File: config.mk
export PLATFORM = sky130hd
export DESIGN_NAME = rsp_packet_framer
export DESIGN_NICKNAME = d
export VERILOG_FILES = /design/src/rtl/rpf_pkg.sv /design/src/rtl/rpf_front.sv /design/src/rtl/rpf_queue.sv /design/src/rtl/rpf_back.sv /design/src/rtl/rsp_packet_framer.sv
export SDC_FILE = /design/constraint.sdc
export NUM_CORES = 1
export LEC_CHECK = 0
export ABC_AREA = 1
export BUFFER_PORTS_ARGS = -buffer_cell sky130_fd_sc_hd__buf_2
export CAP_MARGIN = 15
export CORE_MARGIN = 3
export CORE_UTILIZATION = 30
export DETAILED_ROUTE_END_ITERATION = 10
export HOLD_SLACK_MARGIN = 0.05
export MAX_ROUTING_LAYER = met4
export PLACE_DENSITY = 0.47
export SLEW_MARGIN = 30
export SYNTH_ARGS = -nofsm -noshare
export SYNTH_HDL_FRONTEND = slang
export SYNTH_SLANG_ARGS = --single-unit
File: constraint.sdc
create_clock -name clk -period 3.8 [get_ports clk]
set_input_delay 0.57 -clock clk [delete_from_list [all_inputs] [get_ports clk]]
set_output_delay 0.57 -clock clk [all_outputs]
set_load 0.02 [all_outputs]
File: src/rtl/rpf_pkg.sv
`default_nettype none
package rpf_pkg;

  // Input operation codes
  typedef enum logic [1:0] {
    OP_START = 2'd0,
    OP_DATA  = 2'd1,
    OP_END   = 2'd2
  } op_t;

  // Work kinds handed from front to back
  typedef enum logic [1:0] {
    KIND_SINGLE = 2'd0,  // one byte, marked last
    KIND_ESC    = 2'd1,  // escape byte, then the stored byte
    KIND_END    = 2'd2   // '#', then checksum high and low hex digits
  } kind_t;

  typedef struct packed {
    kind_t      kind;
    logic [7:0] data;  // byte to send, or checksum for an end request
  } cmd_t;

  localparam logic [7:0] CHR_START  = 8'h24;  // '$'
  localparam logic [7:0] CHR_END    = 8'h23;  // '#'
  localparam logic [7:0] CHR_ESC    = 8'h7d;  // '}'
  localparam logic [7:0] CHR_STAR   = 8'h2a;  // '*'
  localparam logic [7:0] ESC_XOR    = 8'h20;

  localparam int QDEPTH = 4;
  localparam int QAW    = $clog2(QDEPTH);

  // Step index within one request on the back side
  localparam logic [1:0] STEP_FIRST  = 2'd0;
  localparam logic [1:0] STEP_SECOND = 2'd1;
  localparam logic [1:0] STEP_THIRD  = 2'd2;

  function automatic logic [7:0] hex_digit(input logic [3:0] nib);
    logic [7:0] r;
    if (nib < 4'd10) begin
      r = 8'h30 + {4'd0, nib};
    end else begin
      r = 8'h57 + {4'd0, nib};  // 'a' - 10
    end
    return r;
  endfunction

  function automatic logic needs_escape(input logic [7:0] b);
    return (b == CHR_END) || (b == CHR_START) || (b == CHR_ESC) || (b == CHR_STAR);
  endfunction

endpackage
`default_nettype wire

File: src/rtl/rpf_front.sv
`default_nettype none
module rpf_front (
  input  wire                  clk,
  input  wire                  rst_n,
  input  wire                  push,
  output logic                 full,
  input  wire  [1:0]           in_operation,
  input  wire  [7:0]           in_data_byte,
  input  wire                  q_full,
  output logic                 q_push,
  output rpf_pkg::cmd_t        q_wdata
);

  logic [7:0] csum_r;
  logic [7:0] csum_nxt;
  logic       accept;
  logic [7:0] esc_byte;

  assign full     = q_full;
  assign accept   = push && !q_full;
  assign esc_byte = in_data_byte ^ rpf_pkg::ESC_XOR;

  // Classify the request, track the checksum in request order
  always_comb begin
    csum_nxt       = csum_r;
    q_push         = 1'b0;
    q_wdata.kind   = rpf_pkg::KIND_SINGLE;
    q_wdata.data   = in_data_byte;
    case (rpf_pkg::op_t'(in_operation))
      rpf_pkg::OP_START: begin
        q_push       = accept;
        q_wdata.data = rpf_pkg::CHR_START;
        if (accept) csum_nxt = 8'd0;
      end
      rpf_pkg::OP_DATA: begin
        q_push = accept;
        if (rpf_pkg::needs_escape(in_data_byte)) begin
          q_wdata.kind = rpf_pkg::KIND_ESC;
          q_wdata.data = esc_byte;
          if (accept) csum_nxt = csum_r + rpf_pkg::CHR_ESC + esc_byte;
        end else begin
          if (accept) csum_nxt = csum_r + in_data_byte;
        end
      end
      rpf_pkg::OP_END: begin
        q_push       = accept;
        q_wdata.kind = rpf_pkg::KIND_END;
        q_wdata.data = csum_r;
      end
      default: begin
        // unused operation: drop
        q_push = 1'b0;
      end
    endcase
  end

  always_ff @(posedge clk) begin
    if (!rst_n) begin
      csum_r <= 8'd0;
    end else begin
      csum_r <= csum_nxt;
    end
  end

endmodule
`default_nettype wire

File: src/rtl/rpf_queue.sv
`default_nettype none
module rpf_queue (
  input  wire                  clk,
  input  wire                  rst_n,
  input  wire                  q_push,
  input  wire rpf_pkg::cmd_t   q_wdata,
  output logic                 q_full,
  input  wire                  q_pop,
  output logic                 q_empty,
  output rpf_pkg::cmd_t        q_head
);

  rpf_pkg::cmd_t                mem_r [rpf_pkg::QDEPTH];
  logic [rpf_pkg::QAW-1:0]      wptr_r;
  logic [rpf_pkg::QAW-1:0]      rptr_r;
  logic [rpf_pkg::QAW:0]        cnt_r;
  logic                         do_push;
  logic                         do_pop;

  assign q_full  = (cnt_r == (rpf_pkg::QAW+1)'(rpf_pkg::QDEPTH));
  assign q_empty = (cnt_r == '0);
  assign q_head  = mem_r[rptr_r];
  assign do_push = q_push && !q_full;
  assign do_pop  = q_pop && !q_empty;

  always_ff @(posedge clk) begin
    if (do_push) mem_r[wptr_r] <= q_wdata;
  end

  always_ff @(posedge clk) begin
    if (!rst_n) begin
      wptr_r <= '0;
      rptr_r <= '0;
      cnt_r  <= '0;
    end else begin
      if (do_push) wptr_r <= wptr_r + 1'b1;
      if (do_pop)  rptr_r <= rptr_r + 1'b1;
      case ({do_push, do_pop})
        2'b10:   cnt_r <= cnt_r + 1'b1;
        2'b01:   cnt_r <= cnt_r - 1'b1;
        default: cnt_r <= cnt_r;
      endcase
    end
  end

endmodule
`default_nettype wire

File: src/rtl/rpf_back.sv
`default_nettype none
module rpf_back (
  input  wire                  clk,
  input  wire                  rst_n,
  input  wire                  q_empty,
  input  wire rpf_pkg::cmd_t   q_head,
  output logic                 q_pop,
  output logic                 empty,
  input  wire                  pop,
  output logic [7:0]           out_byte,
  output logic                 out_last
);

  logic [1:0] step_r;
  logic [1:0] step_nxt;
  logic       ovld_r;
  logic       ovld_nxt;
  logic [7:0] obyte_r;
  logic       olast_r;
  logic [7:0] sel_byte;
  logic       sel_last;
  logic       advance;

  assign empty    = !ovld_r;
  assign out_byte = obyte_r;
  assign out_last = olast_r;
  assign advance  = (!ovld_r || pop) && !q_empty;

  // Pick the byte for the current step of the head request
  always_comb begin
    sel_byte = q_head.data;
    sel_last = 1'b1;
    case (q_head.kind)
      rpf_pkg::KIND_SINGLE: begin
        sel_byte = q_head.data;
        sel_last = 1'b1;
      end
      rpf_pkg::KIND_ESC: begin
        sel_last = (step_r == rpf_pkg::STEP_SECOND);
        sel_byte = sel_last ? q_head.data : rpf_pkg::CHR_ESC;
      end
      rpf_pkg::KIND_END: begin
        sel_last = (step_r == rpf_pkg::STEP_THIRD);
        if (step_r == rpf_pkg::STEP_FIRST) begin
          sel_byte = rpf_pkg::CHR_END;
        end else if (step_r == rpf_pkg::STEP_SECOND) begin
          sel_byte = rpf_pkg::hex_digit(q_head.data[7:4]);
        end else begin
          sel_byte = rpf_pkg::hex_digit(q_head.data[3:0]);
        end
      end
      default: begin
        sel_byte = q_head.data;
        sel_last = 1'b1;
      end
    endcase
  end

  always_comb begin
    step_nxt = step_r;
    ovld_nxt = ovld_r;
    q_pop    = 1'b0;
    if (advance) begin
      ovld_nxt = 1'b1;
      q_pop    = sel_last;
      step_nxt = sel_last ? rpf_pkg::STEP_FIRST : step_r + 1'b1;
    end else if (pop) begin
      ovld_nxt = 1'b0;
    end
  end

  always_ff @(posedge clk) begin
    if (!rst_n) begin
      step_r <= rpf_pkg::STEP_FIRST;
      ovld_r <= 1'b0;
    end else begin
      step_r <= step_nxt;
      ovld_r <= ovld_nxt;
    end
  end

  always_ff @(posedge clk) begin
    if (advance) begin
      obyte_r <= sel_byte;
      olast_r <= sel_last;
    end
  end

  // A request in progress stays at the queue head
  a_step_needs_head: assert property (@(posedge clk) disable iff (!rst_n)
    (step_r != rpf_pkg::STEP_FIRST) |-> !q_empty)
    else $error("step in progress with empty queue");

  // Third step only exists for end requests
  a_third_is_end: assert property (@(posedge clk) disable iff (!rst_n)
    (step_r == rpf_pkg::STEP_THIRD) |-> (q_head.kind == rpf_pkg::KIND_END))
    else $error("third step on a non-end request");

  // Dequeue only while loading the final byte of a request into the output
  a_pop_on_last: assert property (@(posedge clk) disable iff (!rst_n)
    q_pop |=> (ovld_r && olast_r))
    else $error("queue popped without a last byte loaded");

endmodule
`default_nettype wire

File: src/rtl/rsp_packet_framer.sv
// Channel  | Ports                                  | Handshake
// ---------+----------------------------------------+------------------------------
// request  | in_operation[1:0], in_data_byte[7:0]   | taken when push && !full
// result   | out_byte[7:0], out_last                | taken when pop && !empty
//
// One framed byte leaves per cycle while the receiver pops and the queue holds
// work; a request becomes 1 to 3 link bytes (start/plain byte 1, escaped byte
// 2, end 3), each sent from the back-end serializer's single output register.
// A request reaches out_byte through the command queue and then the output register.
// Reset (rst_n low, synchronous) clears the checksum, the queue and the output.
// A stalled result side fills the 4-entry command queue before full rises.
`default_nettype none
module rsp_packet_framer (
  input  wire        clk,
  input  wire        rst_n,
  input  wire        push,
  output logic       full,
  input  wire  [1:0] in_operation,
  input  wire  [7:0] in_data_byte,
  output logic       empty,
  input  wire        pop,
  output logic [7:0] out_byte,
  output logic       out_last
);

  logic          q_push;
  logic          q_full;
  logic          q_pop;
  logic          q_empty;
  rpf_pkg::cmd_t q_wdata;
  rpf_pkg::cmd_t q_head;

  // Front: classify requests, escape bytes, keep the running checksum
  rpf_front u_front (
    .clk          (clk),
    .rst_n        (rst_n),
    .push         (push),
    .full         (full),
    .in_operation (in_operation),
    .in_data_byte (in_data_byte),
    .q_full       (q_full),
    .q_push       (q_push),
    .q_wdata      (q_wdata)
  );

  // Command queue: decouple request acceptance from byte emission
  rpf_queue u_queue (
    .clk     (clk),
    .rst_n   (rst_n),
    .q_push  (q_push),
    .q_wdata (q_wdata),
    .q_full  (q_full),
    .q_pop   (q_pop),
    .q_empty (q_empty),
    .q_head  (q_head)
  );

  // Back: serialize each command into link bytes, one per cycle while the receiver pops
  rpf_back u_back (
    .clk      (clk),
    .rst_n    (rst_n),
    .q_empty  (q_empty),
    .q_head   (q_head),
    .q_pop    (q_pop),
    .empty    (empty),
    .pop      (pop),
    .out_byte (out_byte),
    .out_last (out_last)
  );

endmodule
`default_nettype wire

; ---- Word-level counts from Yosys, hierarchy flattened
; Memories as Yosys holds them, arrays and structs flattened. A register that Yosys moved wholly into a read port is not among the register bits.
; Index checks and enable logic that the tools add are counted.
[totals]
mem_count = 1
reg_bits = 27
output_inout_bits = 11
ramBits = 40
[memory_table]
columns = memory, depth, word_bits, rd, rd_ports_with_merged_regs, write_ports, line
row1 = u_queue.mem_r, 4, 10, 1, 1, 1, rpf_queue.sv:13  ; rpf_pkg::cmd_t mem_r [rpf_pkg::QDEPTH];
[op_classes]
bitwise_logic = 1
n_mux = 25
order_cmp = 2
n_reduce_logical = 19
addsub = 12
n_eq_ne = 15
[ops]
columns = cell, n
row1 = 2-to-1 mux 8 bit, 9
row2 = case mux 8 bit (2 select lines), 2
row3 = "== test 8 x 6 -> 1 bit, second input constant", 3
row4 = case mux 8 bit (3 select lines), 1
row5 = "adder 7 x 4 -> 8 bit, first input constant", 2
row6 = adder 8 bit, 2
row7 = "adder 6 x 4 -> 7 bit, first input constant", 2
row8 = 2-to-1 mux 9 bit, 1
row9 = "adder 8 x 7 -> 8 bit, second input constant", 1
row10 = "== test 2 x 1 -> 1 bit, second input constant", 4
row11 = "== test 2 bit, second input constant", 4
row12 = "== test 8 x 7 -> 1 bit, second input constant", 1
row13 = "< comparator 4 bit, second input constant", 2
row14 = "adder 2 x 1 -> 2 bit, second input constant", 3
row15 = 2-to-1 mux 1 bit, 6
row16 = 2-to-1 mux 2 bit, 3
row17 = case mux 3 bit (2 select lines), 1
row18 = nonzero test 2 bit, 3
row19 = logical AND 1 bit, 4
row20 = zero test 2 bit, 2
row21 = logical OR 1 bit, 4
row22 = "inequality test 2 x 1 -> 1 bit, second input constant", 2
row23 = case mux 2 bit (2 select lines), 1
row24 = "adder 3 x 1 -> 3 bit, second input constant", 1
row25 = 8 further kinds, 10

; ---- Depth between registers and ports, before layout
; Gate-level depths: netlist (run 1).
[depth]
depth_word = 7
depth_mapped = 19
mapped_depth_nobuf = 16

; ---- Cells and area by module
; From an unflattened synthesis (run 1), not the netlist that was laid out.
[hier_totals]
cells_unflattened = 516
area_unflattened_um2 = 4269.1
[modules_own_cells]
columns = mod, n_inst, area_per_inst_um2, cells_each
row1 = rpf_queue, 1, 1983.2, 167
row2 = rpf_front, 1, 1336.3, 224
row3 = rpf_back, 1, 949.7, 125

; ---- Worst setup path after synthesis (run 1)
; OpenSTA, ideal clock, no wires.
[synth_path]
kind = register to register
startpoint = register (tool-made name)
endpoint = register u_queue.cnt_r[2] (netlist name)
arrival_ns = 2.766
t_required_ns = 3.678
path_stages_with_launch = 20
path_slack_ns = 0.912
path_cell_list = dfxtp_1 > buf_4 > inv_2 > buf_4 > a21oi_1 > a32oi_1 > inv_1 > ha_1 > clkbuf_2 > nor2_1 > nor2_1 > a21oi_2 > nor2_2 > ha_1 > inv_1 > fa_1 > a21oi_1 > o21ai_0 > o21ai_0 > a21oi_1
[synth_rtl]
columns = item, line
row1 = end signal: assignment, rpf_queue.sv:39  ; 2'b10: cnt_r <= cnt_r + 1'b1;
row2 = end signal: assignment, rpf_queue.sv:40  ; 2'b01: cnt_r <= cnt_r - 1'b1;
row3 = end signal: assignment, rpf_queue.sv:41  ; default: cnt_r <= cnt_r;
row4 = end: declaration, rpf_queue.sv:16  ; logic [rpf_pkg::QAW:0] cnt_r;

==> run metrics, run 1 <==
largest area contributor in the netlist edfxtp_1; Synth top area share a little over a third; Synth Area per Inst 8.23 sq um; DP HPWL slightly below 8000 microns; total number of vias between 3,000 and 4,000; Setup-failing EPs final 0; Comb pwr share 36.3%; CTS tree done; fin crit period 3280 ps; IO Count 25; fmax 305 MHz; Hold Path Class reg -> reg; Placer Congestion 0.856; cells after synthesis about 520; Switching Share 37.6%; Chip Height between 100 and 150 microns; DR top layer met4; Worst Max-Slew Pin Slew 660 ps; pin count of the biggest net entering global routing 20; number of synthesized flops with an enable pin 49; vias in the first global route roughly 3,300; RSZ-0062 raised after global routing no; Port Buffers 24; crit-path max FO 13; CTS H-tree lvls 3; DR WL met3 374 microns; Routed WL per cell 13.6 microns; final core occ roughly 36%; Yosys reg bits 69; count leader, synth nand2_1; Synth Net Count 569; Initial Util 31.4%; Met2 Wirelength 4540 microns; Post-CTS Setup Repair Bufs 0; peak supply drop 0.233 mV; synth cell count leaders nand2_1 (128), inv_1 (82), nand3_1 (50), edfxtp_1 (49), ha_1 (36); Worst-path clk slew 60 ps; M1 WL 4900 microns; status finished, final reports clean; routed wire length 9930 microns; worst hold slack between 400 and 500 ps; Yosys Warn Count 0; Die X around 120 microns; Critical Path AT about 3500 ps; 1st-iter DRT viols 279; die area 15,600 sq um; worst hold path startpoint u_queue.rptr_r[0]$_SDFFE_PN0N_; Detail Route Antenna Nets 0; Hold Path Depth 1; Psw 0.00110 W; Pwr Density around 600 nW/um^2; Crit Path Class reg -> reg; # resized after CTS 0; Sink Count 69; Post-layout nets around 600; RR Endpoint u_queue.cnt_r[2]$_SDFFE_PN0P_; fin crit share 86.3%; layout cells sized above 1 11.1%; Num CTS Buffers 9; GRT Total Usage a little over an eighth; final hold violations 0; cell internal pwr 0.00182 W; clock share of power 28.4%; initial antenna violation count 0; final clock skew 6.81 ps; cts hold-fix bufs 0; end of the worst hold path u_queue.rptr_r[0]$_SDFFE_PN0N_; ys flop type edfxtp_1; Slew Viols, Final 0; synth-to-layout area growth 14.5%; sequential power share about a third; Clock Tree Buf Depth 2; top cells by area, synth edfxtp_1 (35%), nand2_1 (11%), ha_1 (11%); synthesized cell area around 4200 sq um; Rel. slew slack 55.7%; n_diodes 0; post-route setup TNS 0 ps; sequential share of the synthesized area between 40% and 50%; CP Data Required Time 4020 ps; clock latency on the worst-skew pair 330 ps; Async SR Flop Fraction 0%; first-pass GRT wire length 16,800 microns; post-synthesis cell type count 37; Vias/cell 4.71; remaining global-route overflow 0; DRC 0; max_cap viols 0; Reg2Reg Depth 15; root buffer cell clkbuf_16; Startpoint Class flop; Worst setup EP type flop; Pleak 2.17 nW; core area 13,500 sq um; row cnt between 40 and 50; R2R setup slack 520 ps; DRT Pass-1 Iters 4
==> critical path, stage by stage, from the launching register on <==
cell,delay [ps]
dfxtp_1,490
inv_2,190
a32oi_1,280
inv_1,70
ha_1,420
nor2_1,130
nor2_1,190
a21oi_2,70
nor2_2,180
ha_1,180
inv_1,70
fa_1,400
a21oi_1,160
o21ai_0,120
o21ai_0,160
a21oi_1,50
==> per-stage QoR <==
stage / cell area (sq um) / instances / total power (W) / setup slack, ps
3_3_place_gp: 4560 / 712 / 0.00210 / 684
5_1_grt: 4860 / 728 / 0.00315 / 83.5
4_1_cts: 4860 / 728 / 0.00295 / 553
2_1_floorplan: 4240 / 515 / 0.00184 / 912
6_report: 4860 / 728 / 0.00292 / 520
3_5_place_dp: 4560 / 712 / 0.00211 / 588
==> cell families after synthesis <==
| group | Yosys count | synth area share, % |
|---|---|---|
| flip-flops | 69 | 44.1 |
| XOR/XNOR | 4 | 0.826 |
| AO/OA/AOI/OAI | 74 | 9.94 |
| adder cells (fa/ha/maj) | 40 | 12.5 |
| AND/OR/NAND/NOR | 232 | 23.5 |
| buffers and inverters | 96 | 9.06 |
==> layer usage <==
metal	vias to the layer above	GRT usage, %
met1	1589	18.0
met5	-	-
li1	1759	-
met4	0	3.25
met3	9	3.34
met2	72	21.1
==> how the worst max path moves through the flow <==
stage | slack [ps] | cells after the start | to | start
2_1_floorplan | 910 | 19 | u_queue.cnt_r[2]$_SDFFE_PN0P_ | flop
3_3_place_gp | 680 | 16 | u_queue.cnt_r[2]$_SDFFE_PN0P_ | flop
3_5_place_dp | 590 | 15 | u_queue.cnt_r[2]$_SDFFE_PN0P_ | flop
4_1_cts | 550 | 16 | u_queue.cnt_r[2]$_SDFFE_PN0P_ | flop
5_1_grt | 80 | 16 | u_queue.cnt_r[2]$_SDFFE_PN0P_ | flop
6_report | 520 | 15 | u_queue.cnt_r[2]$_SDFFE_PN0P_ | flop
==> registers in the layout, summed over array words and instances, names as in the netlist, 2 cells and up, named ones only <==
signal           count
u_queue.mem_r       40
u_back.out_byte      8
u_front.csum_r       8
u_queue.cnt_r        3
u_back.step_r        2
u_queue.rptr_r       2
u_queue.wptr_r       2
==> power groups by stage <==
| stage | Clock (W) | Combinational (W) | Sequential, W |
|---|---|---|---|
| after CTS | 0.000848 | 0.00107 | 0.00103 |
| after detailed placement | 0 | 0.00106 | 0.00105 |
| after global placement | 0 | 0.00105 | 0.00104 |
| final | 0.000828 | 0.00106 | 0.00103 |
| after global routing | 0.000887 | 0.00121 | 0.00105 |
| after floorplan | 0 | 0.000737 | 0.00110 |
==> cells in the final DEF, fill, tap and decap left out, types with 2 or more instances in the layout <==
cell type and instances:
nor2_2 2, nor3_1 3, edfxtp_1 49, xnor2_1 2
nor2_1 33, buf_4 5, o21ai_0 18, a31oi_1 2
dfxtp_1 20, xor2_1 2, nand2_2 4, nand4_1 7
buf_2 24, nand3_1 50, o211ai_1 2, o21ai_1 6
clkinv_1 2, nand2_1 128, fa_1 4, a32oi_1 2
o22ai_1 6, a21oi_1 33, inv_1 82, inv_2 5
clkbuf_16 9, ha_1 36, clkinvlp_4 2
==> cell type report <==
cell class	instances	area (sq um)
multi-input cells	350	1980
inverters	88	330
repair buffers	29	158
fillers	1403	8650
flip-flops and latches	69	1870
well taps	176	220
clock buffers	10	229
clock inverters	6	62.6
Note: power is estimated with default switching activity, not from simulation.
==> run 2: changes to the inputs <==
==> constraint.sdc (replaced) <==
create_clock -name clk -period 3.8 [get_ports clk]
set_input_delay 0.76 -clock clk [delete_from_list [all_inputs] [get_ports clk]]
set_output_delay 0.76 -clock clk [all_outputs]
set_load 0.02 [all_outputs]
==> run 2 against run 1 <==
  * Global-route usage fell by 0.34 points
  * Via count fell by 2.9%
  * Worst setup slack improved by 42 ps
  * Flip-flop and latch count did not move
  * Clock skew fell by 2.1 ps
  * Critical path type unchanged
  * Highest routed layer unchanged
==> run metrics, run 2 (synthesized netlist as in run 1, its figures left out) <==
fmax 309 MHz; clock share of power a little over a quarter; first-pass GRT wire length 16,400 microns; Setup-failing EPs final 0; DRT Pass-1 Iters 5; # resized after CTS 0; Critical Path AT 3450 ps; cell internal pwr 0.00176 W; Startpoint Class flop; status finished, final reports clean; layout cells sized above 1 a little under an eighth; commonest non-fill, non-tap cell in the layout nand2_1; Detail Route Antenna Nets 0; fin crit period approximately 3200 ps; CTS tree done; CTS H-tree lvls 3; cts hold-fix bufs 0; Port Buffers 24; IO Count 25; Clock Tree Buf Depth 2; initial antenna violation count 0; root buffer cell clkbuf_16; Fillers 1,398; die area 15,600 sq um; Num CTS Buffers 9; n_diodes 0; post-route setup TNS 0 ps; DRC 0; Psw approximately 0.0011 W; Vias/cell 4.57; commonest non-fill, non-tap cells in the layout nand2_1 (128), inv_1 (82), nand3_1 (50), edfxtp_1 (49), ha_1 (36); final worst slack between 500 and 600 ps; remaining global-route overflow 0; crit-path max FO 13; 1st-iter DRT viols 243; Placer Congestion 0.889; Worst-path clk slew 60 ps; pin count of the biggest net entering global routing 18; peak supply drop 0.324 mV; Slew Viols, Final 0; routed wire length between 9000 and 10,000 microns; DP HPWL 7520 microns; sequential power share a little over a third; Sink Count approximately 70; R2R setup slack 560 ps; Worst Max-Slew Pin Slew ~700 ps; synth-to-layout area growth 14.3%; Post-CTS Setup Repair Bufs 0; Pwr Density roughly 590 nW/um^2; Pleak 2.17 nW; Crit Path Class reg -> reg; Largest register FFs 40; row cnt 42; Chip Height around 120 microns; GRT Total Usage 13.3%; core area 13,500 sq um; Top reg by flops u_queue.mem_r; Routed WL per cell 13.3 microns; Die X 125 microns; dpl ws roughly 540 ps; Post-layout nets 602; final hold violations 0; vias in the first global route around 3,300; Rel. slew slack 51.6%; RSZ-0062 raised after global routing no; clock latency on the worst-skew pair 330 ps; CP Data Required Time ~4000 ps; max_cap viols 0; Initial Util 31.4%; Switching Share 38.2%; Worst setup EP type flop; fin crit share a little under nine tenths; total number of vias around 3,300; Comb pwr share a little under two fifths; Hold Path Class reg -> reg; final clock skew 4.73 ps
run 2: cell count changes in the layout (fill, tap and decap cells not counted), sizes merged:
| cell | previous run | this run |
|---|---|---|
| clkbuf | 10 | 9 |
| bufinv | 1 | 0 |
| clkinv | 3 | 4 |
| inv | 88 | 89 |
| buf | 29 | 30 |
run 2: critical path, stage by stage (launching register included):
cell and delay [ps]:
dfxtp_1 500, inv_2 190, a32oi_1 280, inv_1 70, ha_1 420, nor2_1 130, nor2_1 190, a21oi_2 70
nor2_2 180, ha_1 180, inv_1 60, fa_1 380, a21oi_1 140, o21ai_0 110, o21ai_0 150, a21oi_1 50
run 2: cell type report:
class	count	area [sq um]	share of cell area (%)
multi-input combinational	350	1980	40.9
inverter	88	330	6.81
tap	176	220	4.54
clock buffer	9	225	4.65
clock inverter	7	50.0	1.03
timing repair buffer	30	165	3.41
sequential	69	1870	38.6
run 2: path summary, 6_finish.rpt:
check	cells past startpoint	start	endpoint
max	15	flop	u_queue.cnt_r[2]$_SDFFE_PN0P_
min	1	u_queue.rptr_r[0]$_SDFFE_PN0N_	u_queue.rptr_r[0]$_SDFFE_PN0N_
max reg2reg	15	flop	u_queue.cnt_r[2]$_SDFFE_PN0P_
min reg2reg	1	u_queue.rptr_r[0]$_SDFFE_PN0N_	u_queue.rptr_r[0]$_SDFFE_PN0N_
run 2: layer usage:
layer  share of wire [%]  track usage (%)  vias up  wire (microns)
met3                 2.8             2.74        9             275
met2                  46             20.7       45            4450
met1                  50             17.8     1515            4890
met4                0.84             3.06        0              81
met5                   0                -        -               0
li1                    -                -     1760               -
run 2: through the flow:
stage                     hold slack (ps)  utilization (%)  instance area, sq um  total power [W]  instances
final                                 481             35.9                  4850          0.00285        729
after global routing                  509             35.9                  4850          0.00308        729
after CTS                             486             35.9                  4850          0.00288        729
after detailed placement              471             33.9                  4570          0.00211        713
after global placement                453             33.9                  4570          0.00209        713
after floorplan                       441                -                  4240          0.00184        515
run 2: power by group through the flow:
| stage | logic, W | clock network [W] | registers [W] |
|---|---|---|---|
| floorplan | 0.000737 | 0 | 0.00110 |
| global placement | 0.00105 | 0 | 0.00104 |
| detailed placement | 0.00106 | 0 | 0.00105 |
| CTS | 0.00107 | 0.000785 | 0.00103 |
| global route | 0.00121 | 0.000819 | 0.00104 |
| finish | 0.00106 | 0.000765 | 0.00103 |
==> run 3: changes to the inputs <==
- BUFFER_PORTS_ARGS: -buffer_cell sky130_fd_sc_hd__buf_2 -> not set
- DONT_BUFFER_PORTS: not set -> 1
- PLACE_DENSITY: 0.47 -> 0.46
==> run 3 against run 2 <==
  * Total power up 2.7%
  * Final cell count down 3.6%
  * Clock power up 16%
  * Worst setup slack worse by 2.6 ps
  * Clock-buffer cell count up 3
  * Largest power group is now sequential cells
  * Maximum frequency about the same
  * Wire length up 1.6%
==> run metrics, run 3 (synthesized netlist as in run 1, its figures left out) <==
status finished, final reports clean; Num CTS Buffers 9; layout cells sized above 1 6.83%; fmax 309 MHz; Setup-failing EPs final 0; Critical Path AT about 3500 ps; Switching Share 36.2%; die area 15,600 sq um; Pleak about 2.1 nW; Fillers 1,383; # resized after CTS 0; Psw ~0.0011 W; Detail Route Antenna Nets 0; Worst setup EP type flop; Die X 125 microns; fin crit share 85.3%; GRT Total Usage 13.1%; n_diodes 0; DRC 0; cts hold-fix bufs 0; slowest stage cell, crit path ha_1; vias in the first global route 3,172; IO Count 25; DP HPWL 7680 microns; crit-path max FO 19; Comb pwr share 31.8%; CP endpoint u_queue.cnt_r[2]$_SDFFE_PN0P_; Rel. slew slack 37.8%; cell internal pwr 0.00187 W; 1st-iter DRT viols 271; Clock Tree Buf Depth 2; Slew Viols, Final 0; max_cap viols 0; clock latency on the worst-skew pair approximately 330 ps; DRT Pass-1 Iters 5; Placer Congestion 0.895; final clock skew 5.61 ps; Hold Path Class reg -> reg; root buffer cell clkbuf_16; pin count of the biggest net entering global routing 20; fin crit period 3240 ps; Crit Path Class reg -> reg; synth-to-layout area growth 12.2%; CTS H-tree lvls 3; remaining global-route overflow 0; Pwr Density 616 nW/um^2; Reg2Reg Depth 16; routed wire length 9850 microns; commonest non-fill, non-tap cell in the layout nand2_1; sequential power share between 30% and 40%; Initial Util 31.4%; CP delay by family, top adder cells; Worst-path clk slew about 50 ps; RSZ-0062 raised after global routing no; RR Endpoint u_queue.cnt_r[2]$_SDFFE_PN0P_; Worst path depth 16; core area 13,500 sq um; row cnt 42; Post-layout nets 576; Slowest Stage Delay on Critical Path 450 ps; R2R setup slack around 560 ps; final hold violations 0; Largest register FFs 40; Top reg by flops u_queue.mem_r; Post-CTS Setup Repair Bufs 0; Chip Height 125 microns; Worst Max-Slew Pin Slew 929 ps; Port Buffers 0; CP bufs+invs 3; Sink Count 69; post-route setup TNS 0 ps; Startpoint Class flop; CTS tree done; Vias/cell around 4.7; clock share of power 30.3%; Routed WL per cell 14.0 microns; initial antenna violation count 0; commonest non-fill, non-tap cells in the layout nand2_1 (128), inv_1 (82), nand3_1 (50), edfxtp_1 (49), ha_1 (36); first-pass GRT wire length 16,100 microns; peak supply drop 0.241 mV; cells along the critical path inv_2 -> nand2_1 -> a32oi_1 -> inv_1 -> ha_1 -> nor2_1 -> nor2_1 -> a21oi_2 -> nor2_2 -> ha_1 -> inv_1 -> fa_1 -> a21oi_1 -> o21ai_0 -> o21ai_0 -> a21oi_1; total number of vias about 3,300; CP Data Required Time roughly 4000 ps; worst hold slack 474 ps
[run 3: cell count changes in the layout (fill, tap and decap cells not counted), sizes merged]
cell and delta:
buf -26, clkinv -2, inv -2, clkinvlp -1, bufinv +2, clkbuf +3
[run 3: worst register-to-register path: cells and delay by family (launching register included)]
family          cells  cell delay (ps)
simple gates        4              610
compound gates      6              760
fa+ha+maj           3             1010
buf+inv             3              380
flops               1              370
[run 3: how the worst min path moves through the flow]
stage	to	slack, ps	cells past startpoint	startpoint
after floorplan	flop	440	2	u_queue.rptr_r[1]$_SDFFE_PN0N_
after global placement	u_queue.rptr_r[0]$_SDFFE_PN0N_	450	1	u_queue.rptr_r[0]$_SDFFE_PN0N_
after detailed placement	u_queue.rptr_r[0]$_SDFFE_PN0N_	460	1	u_queue.rptr_r[0]$_SDFFE_PN0N_
after CTS	u_queue.rptr_r[0]$_SDFFE_PN0N_	480	1	u_queue.rptr_r[0]$_SDFFE_PN0N_
after global routing	u_back.step_r[1]$_SDFFE_PN0P_	520	2	u_back.step_r[1]$_SDFFE_PN0P_
final	u_queue.rptr_r[0]$_SDFFE_PN0N_	470	1	u_queue.rptr_r[0]$_SDFFE_PN0N_
[run 3: power by group through the flow]
stage	Combinational, W	Clock (W)	Sequential, W
floorplan	0.000737	0	0.00110
global placement	0.000911	0	0.00112
detailed placement	0.000930	0	0.00113
CTS	0.000932	0.000912	0.00111
global route	0.00106	0.000937	0.00112
finish	0.000932	0.000888	0.00111
[run 3: layer usage]
layer / up-vias / GRT usage (%) / wire length (microns)
li1: 1704 / - / -
met1: 1545 / 16.9 / 4730
met2: 64 / 21.1 / 4690
met3: 8 / 2.62 / 350
met4: 0 / 3.64 / 78
met5: - / - / 0
[run 3: per-stage QoR]
stage	instance area [sq um]	cells	total power (W)	util (%)	worst slack (ps)
after floorplan	4240	515	0.00184	-	912
after global placement	4440	687	0.00204	32.9	661
after detailed placement	4440	687	0.00206	32.9	551
after CTS	4760	703	0.00296	35.2	566
after global routing	4760	703	0.00312	35.2	214
final	4760	703	0.00293	35.2	559
[run 3: cell type report]
type                    count  area [sq um]  share of cell area (%)
well taps                 176           220                    4.63
flip-flops and latches     69          1870                    39.4
clock buffers              12           246                    5.18
multi-input cells         350          1980                    41.7
inverters                  88           330                    6.95
clock inverters             4          72.6                    1.53
repair buffers              4          30.0                   0.631
